`src/design/min_lcm_pair_search_defines.svh`:
```
// Assertion macros used by the top-level design file.
`ifndef MIN_LCM_PAIR_SEARCH_DEFINES_SVH
`define MIN_LCM_PAIR_SEARCH_DEFINES_SVH

// Same-cycle implication, sampled on clk and switched off during reset.
`define MLPS_ASSERT_NOW(lbl, ante, cons, msg) \
  lbl: assert property (@(posedge clk) disable iff (!rst_n) (ante) |-> (cons)) else $error(msg);

// Next-cycle implication, sampled on clk and switched off during reset.
`define MLPS_ASSERT_NEXT(lbl, ante, cons, msg) \
  lbl: assert property (@(posedge clk) disable iff (!rst_n) (ante) |=> (cons)) else $error(msg);

`endif

```
`src/design/mlps_pkg.sv`:
```
package mlps_pkg;

  localparam int VAL_W     = 13;
  localparam int LCM_W     = 25;
  localparam int ADDR_W    = 13;
  localparam int M_W       = ADDR_W + 1;
  localparam int VALUE_MAX = 4096;
  localparam int MAX_ITEMS = 4096;
  localparam int MEM_DEPTH = VALUE_MAX + 1;

  typedef struct packed {
    logic [VAL_W-1:0] value;
    logic             last;
  } in_t;

  typedef struct packed {
    logic [VAL_W-1:0] first_index;
    logic [VAL_W-1:0] second_index;
    logic [LCM_W-1:0] least_lcm;
    logic             found;
  } out_t;

  typedef struct packed {
    logic [1:0]       cnt;
    logic [VAL_W-1:0] first;
    logic [VAL_W-1:0] second;
  } entry_t;

  typedef struct packed {
    logic              en;
    logic [ADDR_W-1:0] addr;
    entry_t            data;
  } mem_wr_t;

endpackage

```
`src/design/mlps_lcm.sv`:
```
module mlps_lcm (
  input  logic                        clk,
  input  logic                        rst_n,
  input  logic                        go,
  input  logic [mlps_pkg::VAL_W-1:0]  a,
  input  logic [mlps_pkg::VAL_W-1:0]  b,
  output logic                        done_r,
  output logic [mlps_pkg::LCM_W-1:0]  lcm
);

  localparam logic [1:0] L_IDLE = 2'd0;
  localparam logic [1:0] L_GCD  = 2'd1;
  localparam logic [1:0] L_DIV  = 2'd2;
  localparam logic [1:0] L_MUL  = 2'd3;

  logic [1:0]                    st_r;
  logic [mlps_pkg::VAL_W-1:0]    u_r, v_r, a_r, b_r, gcd_r, q_r, rem_r, a_sh_r;
  logic [3:0]                    k_r, bit_r;
  logic [2*mlps_pkg::VAL_W-1:0]  prod_r;
  logic [mlps_pkg::VAL_W:0]      trial;

  assign trial = {rem_r, a_sh_r[mlps_pkg::VAL_W-1]};
  assign lcm   = prod_r[mlps_pkg::LCM_W-1:0];

  // Binary GCD, then restoring division of a by the GCD, then one multiply by b.
  always_ff @(posedge clk) begin
    if (!rst_n) begin
      st_r   <= L_IDLE;
      done_r <= 1'b0;
    end else begin
      done_r <= 1'b0;
      unique case (st_r)
        L_IDLE: begin
          if (go) begin
            u_r  <= a;
            v_r  <= b;
            a_r  <= a;
            b_r  <= b;
            k_r  <= '0;
            st_r <= L_GCD;
          end
        end
        L_GCD: begin
          if (u_r == '0 || v_r == '0) begin
            gcd_r  <= mlps_pkg::VAL_W'((u_r | v_r) << k_r);
            rem_r  <= '0;
            q_r    <= '0;
            a_sh_r <= a_r;
            bit_r  <= '0;
            st_r   <= L_DIV;
          end else if (!u_r[0] && !v_r[0]) begin
            u_r <= u_r >> 1;
            v_r <= v_r >> 1;
            k_r <= k_r + 4'd1;
          end else if (!u_r[0]) begin
            u_r <= u_r >> 1;
          end else if (!v_r[0]) begin
            v_r <= v_r >> 1;
          end else if (u_r >= v_r) begin
            u_r <= u_r - v_r;
          end else begin
            v_r <= v_r - u_r;
          end
        end
        L_DIV: begin
          if (trial >= {1'b0, gcd_r}) begin
            rem_r <= mlps_pkg::VAL_W'(trial - {1'b0, gcd_r});
            q_r   <= {q_r[mlps_pkg::VAL_W-2:0], 1'b1};
          end else begin
            rem_r <= trial[mlps_pkg::VAL_W-1:0];
            q_r   <= {q_r[mlps_pkg::VAL_W-2:0], 1'b0};
          end
          a_sh_r <= a_sh_r << 1;
          bit_r  <= bit_r + 4'd1;
          if (bit_r == 4'(mlps_pkg::VAL_W - 1)) begin
            st_r <= L_MUL;
          end
        end
        L_MUL: begin
          prod_r <= q_r * b_r;
          done_r <= 1'b1;
          st_r   <= L_IDLE;
        end
        default: st_r <= L_IDLE;
      endcase
    end
  end

endmodule

```
`config.mk`:
```
export PLATFORM = sky130hd
export DESIGN_NAME = mlps_lcm
export DESIGN_NICKNAME = d
export VERILOG_FILES = /design/src/design/min_lcm_pair_search_defines.svh /design/src/design/mlps_pkg.sv /design/src/design/mlps_lcm.sv
export SDC_FILE = /design/constraint.sdc
export NUM_CORES = 1
export LEC_CHECK = 0
export BUFFER_PORTS_ARGS = -buffer_cell sky130_fd_sc_hd__buf_2
export CAP_MARGIN = 10
export CORE_MARGIN = 2
export CORE_UTILIZATION = 55
export DETAILED_ROUTE_END_ITERATION = 10
export PLACE_DENSITY = 0.69
export SYNTH_ARGS = -nofsm -noshare
export SYNTH_HDL_FRONTEND = slang
export SYNTH_SLANG_ARGS = --single-unit
export TNS_END_PERCENT = 5
```
`constraint.sdc`:
```
create_clock -name clk -period 6.4 [get_ports clk]
set_input_delay 0.64 -clock clk [delete_from_list [all_inputs] [get_ports clk]]
set_output_delay 0.64 -clock clk [all_outputs]
set_load 0.1 [all_outputs]
```
==> summary.txt <==
Period minus WS final - 5.56 ns
Iteration-0 DRC Markers - 841
CTS tree - done
Top FF cell, synth - edfxtp_1
Final wirelength - 29400 um
Post-synth ARST share - 0%
Worst slew margin - 47.8%
Worst skew pair latency - 0.43 ns
Gpl congestion - 0.920
# placed instances - 1715
Area Growth Syn to Fin - 8.06%
Largest net degree at the start of global routing - 48
EDFF count, synth - 137
Yosys reg bits - 140
Core Area - 24300 um^2
Cells after Synth - 1385
Cts hold-fix bufs - 0
# rows - 57
# Post-CTS Setup Buffers - 0
Status - finished clean
Initial Util - 56.2%
First-pass DRT Iterations - 5
Final Hold Viols - 0
GRT Overall Usage - 23.6%
CTS H-tree depth - 4
RSZ-0062 raised after global routing - no
Sink Count - 140
DR WL/cell - 16.8 um
Detail Route Antenna Nets - 0
Final Hold Slack - 0.406 ns
Synthesized area - 13700 um^2
Final setup viols - 0
Via count - 9662
Post-route DRC - 0
Non-Filler Instances - 1748
Hold Path Cell Cnt - 1
Worst Tran Pin Value - 0.784 ns
Share of the yosys chip area belonging to registers - 30.6%
Vias in the first global route - 9871
Hpwl dp - 22400 um
Mapped Nets - 1665
Worst endpoint data arrival time - 5.74 ns
Avg Inst Size Synth - 9.86 um^2
Cells resized by post-CTS repair - 0
Die footprint - 26100 um^2
Die Y - 162 um
Vias per inst - 5.53
Grt ovf - 0
Fin crit share - 86.8%
CTS Root Cell - clkbuf_16
CTS Buffer Depth - 2
# IOs - 55
CP Class - reg2reg
Final nets - 1690
Slew Limit Fails - 0
CTS buffer count - 17
First-pass GRT wire length - 48900 um
Worst min path class - in2reg
CTS clk-pin slew, worst paths - 0.07 ns
Max-Cap Viols - 0
Crit path required time - 6.58 ns
Worst-path fanout max - 14
Yosys warns - 0
Layout cell share with drive strength beyond 1 - 9.49%
Initial antenna violation count - 2
Worst Skew - 0.0145 ns
Synth cell types - 78
Most flops, register - prod_r
Setup crit end kind - flop
Die span in x - 162 um
PortBufs - 54
R2r worst-path depth - 16
Critical path startpoint category - flop
Max reg flops - 25
Achievable clock frequency - 180 MHz
Setup TNS - 0 ns
routing by layer:
| metal | vias up | GRT usage (%) | wire (um) |
|---|---|---|---|
| li1 | 4646 | - | - |
| met2 | 239 | 40.4 | 14500 |
| met1 | 4738 | 31.5 | 13100 |
| met3 | 39 | 3.21 | 1110 |
| met4 | 0 | 6.66 | 647 |
| met5 | - | 0 | 0 |
worst paths after layout:
| check | start | end | slack (ns) |
|---|---|---|---|
| max | q_r[8]$_SDFFCE_PN0P_ | prod_r[18]$_DFFE_PP_ | 0.84 |
| min reg2reg | a_r[0]$_DFFE_PP_ | a_sh_r[0]$_SDFFCE_PP0P_ | 0.55 |
| max reg2reg | q_r[8]$_SDFFCE_PN0P_ | prod_r[18]$_DFFE_PP_ | 0.84 |
| min | a[3] | a_r[3]$_DFFE_PP_ | 0.41 |
synthesized netlist by cell type (5+ instances only):
master    count  share of area, %
a211oi_1      9              0.49
ha_1        128                12
o21a_1       12              0.66
a22oi_1       9              0.49
buf_2         6              0.22
nand3_1      22              0.81
xor2_1       15              0.96
nand4_1       5              0.23
clkbuf_1     45               1.2
mux2i_1       7              0.51
a21oi_1      77               2.8
nor2b_1      17              0.78
o21ai_0      22              0.81
nor4_1        7              0.32
mux2_2       16               1.3
a21o_1       16              0.88
nor3_1       15              0.55
a31oi_1       6              0.27
o22ai_1       6              0.27
or3_1         6              0.27
mux4_2        5              0.82
nor2_1       69               1.9
xnor2_1      30               1.9
inv_1       236               6.5
edfxtp_1    137                30
fa_1        123                18
o21ai_1       8              0.29
nand2_1     127               3.5
and3_1       10              0.46
and2_1      101               4.6
o21bai_1      7              0.38
nand2b_1      9              0.41
cell usage in the layout, fill, tap and decap left out, types with 8 or more instances in the layout:
cell       synthesis  layout
a211oi_1           9       9
a21o_1            16      16
a21oi_1           77      77
a22oi_1            9       9
and2_1           101     101
and3_1            10      10
buf_2              6      54
clkbuf_16          0      17
edfxtp_1         137     137
fa_1             123     123
ha_1             128     128
inv_1            236     236
mux2_2            16      16
nand2_1          127     127
nand2b_1           9       9
nand3_1           22      22
nor2_1            69      69
nor2b_1           17      17
nor3_1            15      15
o21a_1            12      12
o21ai_0           22      22
o21ai_1            8       8
xnor2_1           30      30
xor2_1            15      15
stage by stage:
step / setup WS [ns] / instance area (um^2) / util [%]
after floorplan: 1.17 / 13700 / -
after global placement: 0.932 / 14200 / 58.2
after detailed placement: 0.807 / 14200 / 58.2
after CTS: 0.826 / 14800 / 60.7
after global routing: 0.566 / 14800 / 60.7
final: 0.842 / 14800 / 60.7
critical path, stage by stage (launching register included):
cell	delay, ns
edfxtp_1	0.59
and2_1	0.28
fa_1	0.55
inv_1	0.05
fa_1	0.46
fa_1	0.51
inv_1	0.05
fa_1	0.53
inv_1	0.05
fa_1	0.47
inv_1	0.04
ha_1	0.38
nor2b_1	0.20
a311oi_4	0.36
a211oi_2	0.20
o31a_1	0.35
a211o_1	0.26
cells by family after synthesis:
kind of cell,count (synthesis),synth area share (%)
buffers and inverters,295,8.27
and+or+nand+nor,403,14.8
xor gates and xnor gates,45,2.89
adders and majority gates,251,29.7
muxes,28,2.66
AOI/OAI and AO/OA,223,11.1
DFF,140,30.6
cell type report:
| class | count | area, um^2 |
|---|---|---|
| clock buffer | 19 | 433 |
| timing repair buffer | 61 | 323 |
| clock inverter | 13 | 166 |
| antenna | 1 | 2.50 |
| tap | 324 | 405 |
| inverter | 240 | 901 |
| sequential | 140 | 4170 |
| multi-input combinational | 950 | 8360 |
| fill | 2048 | 9560 |
Power is left out: the tool's default activity adds up to more than one toggle a clock period on the data nets, which glitch-free logic cannot reach.
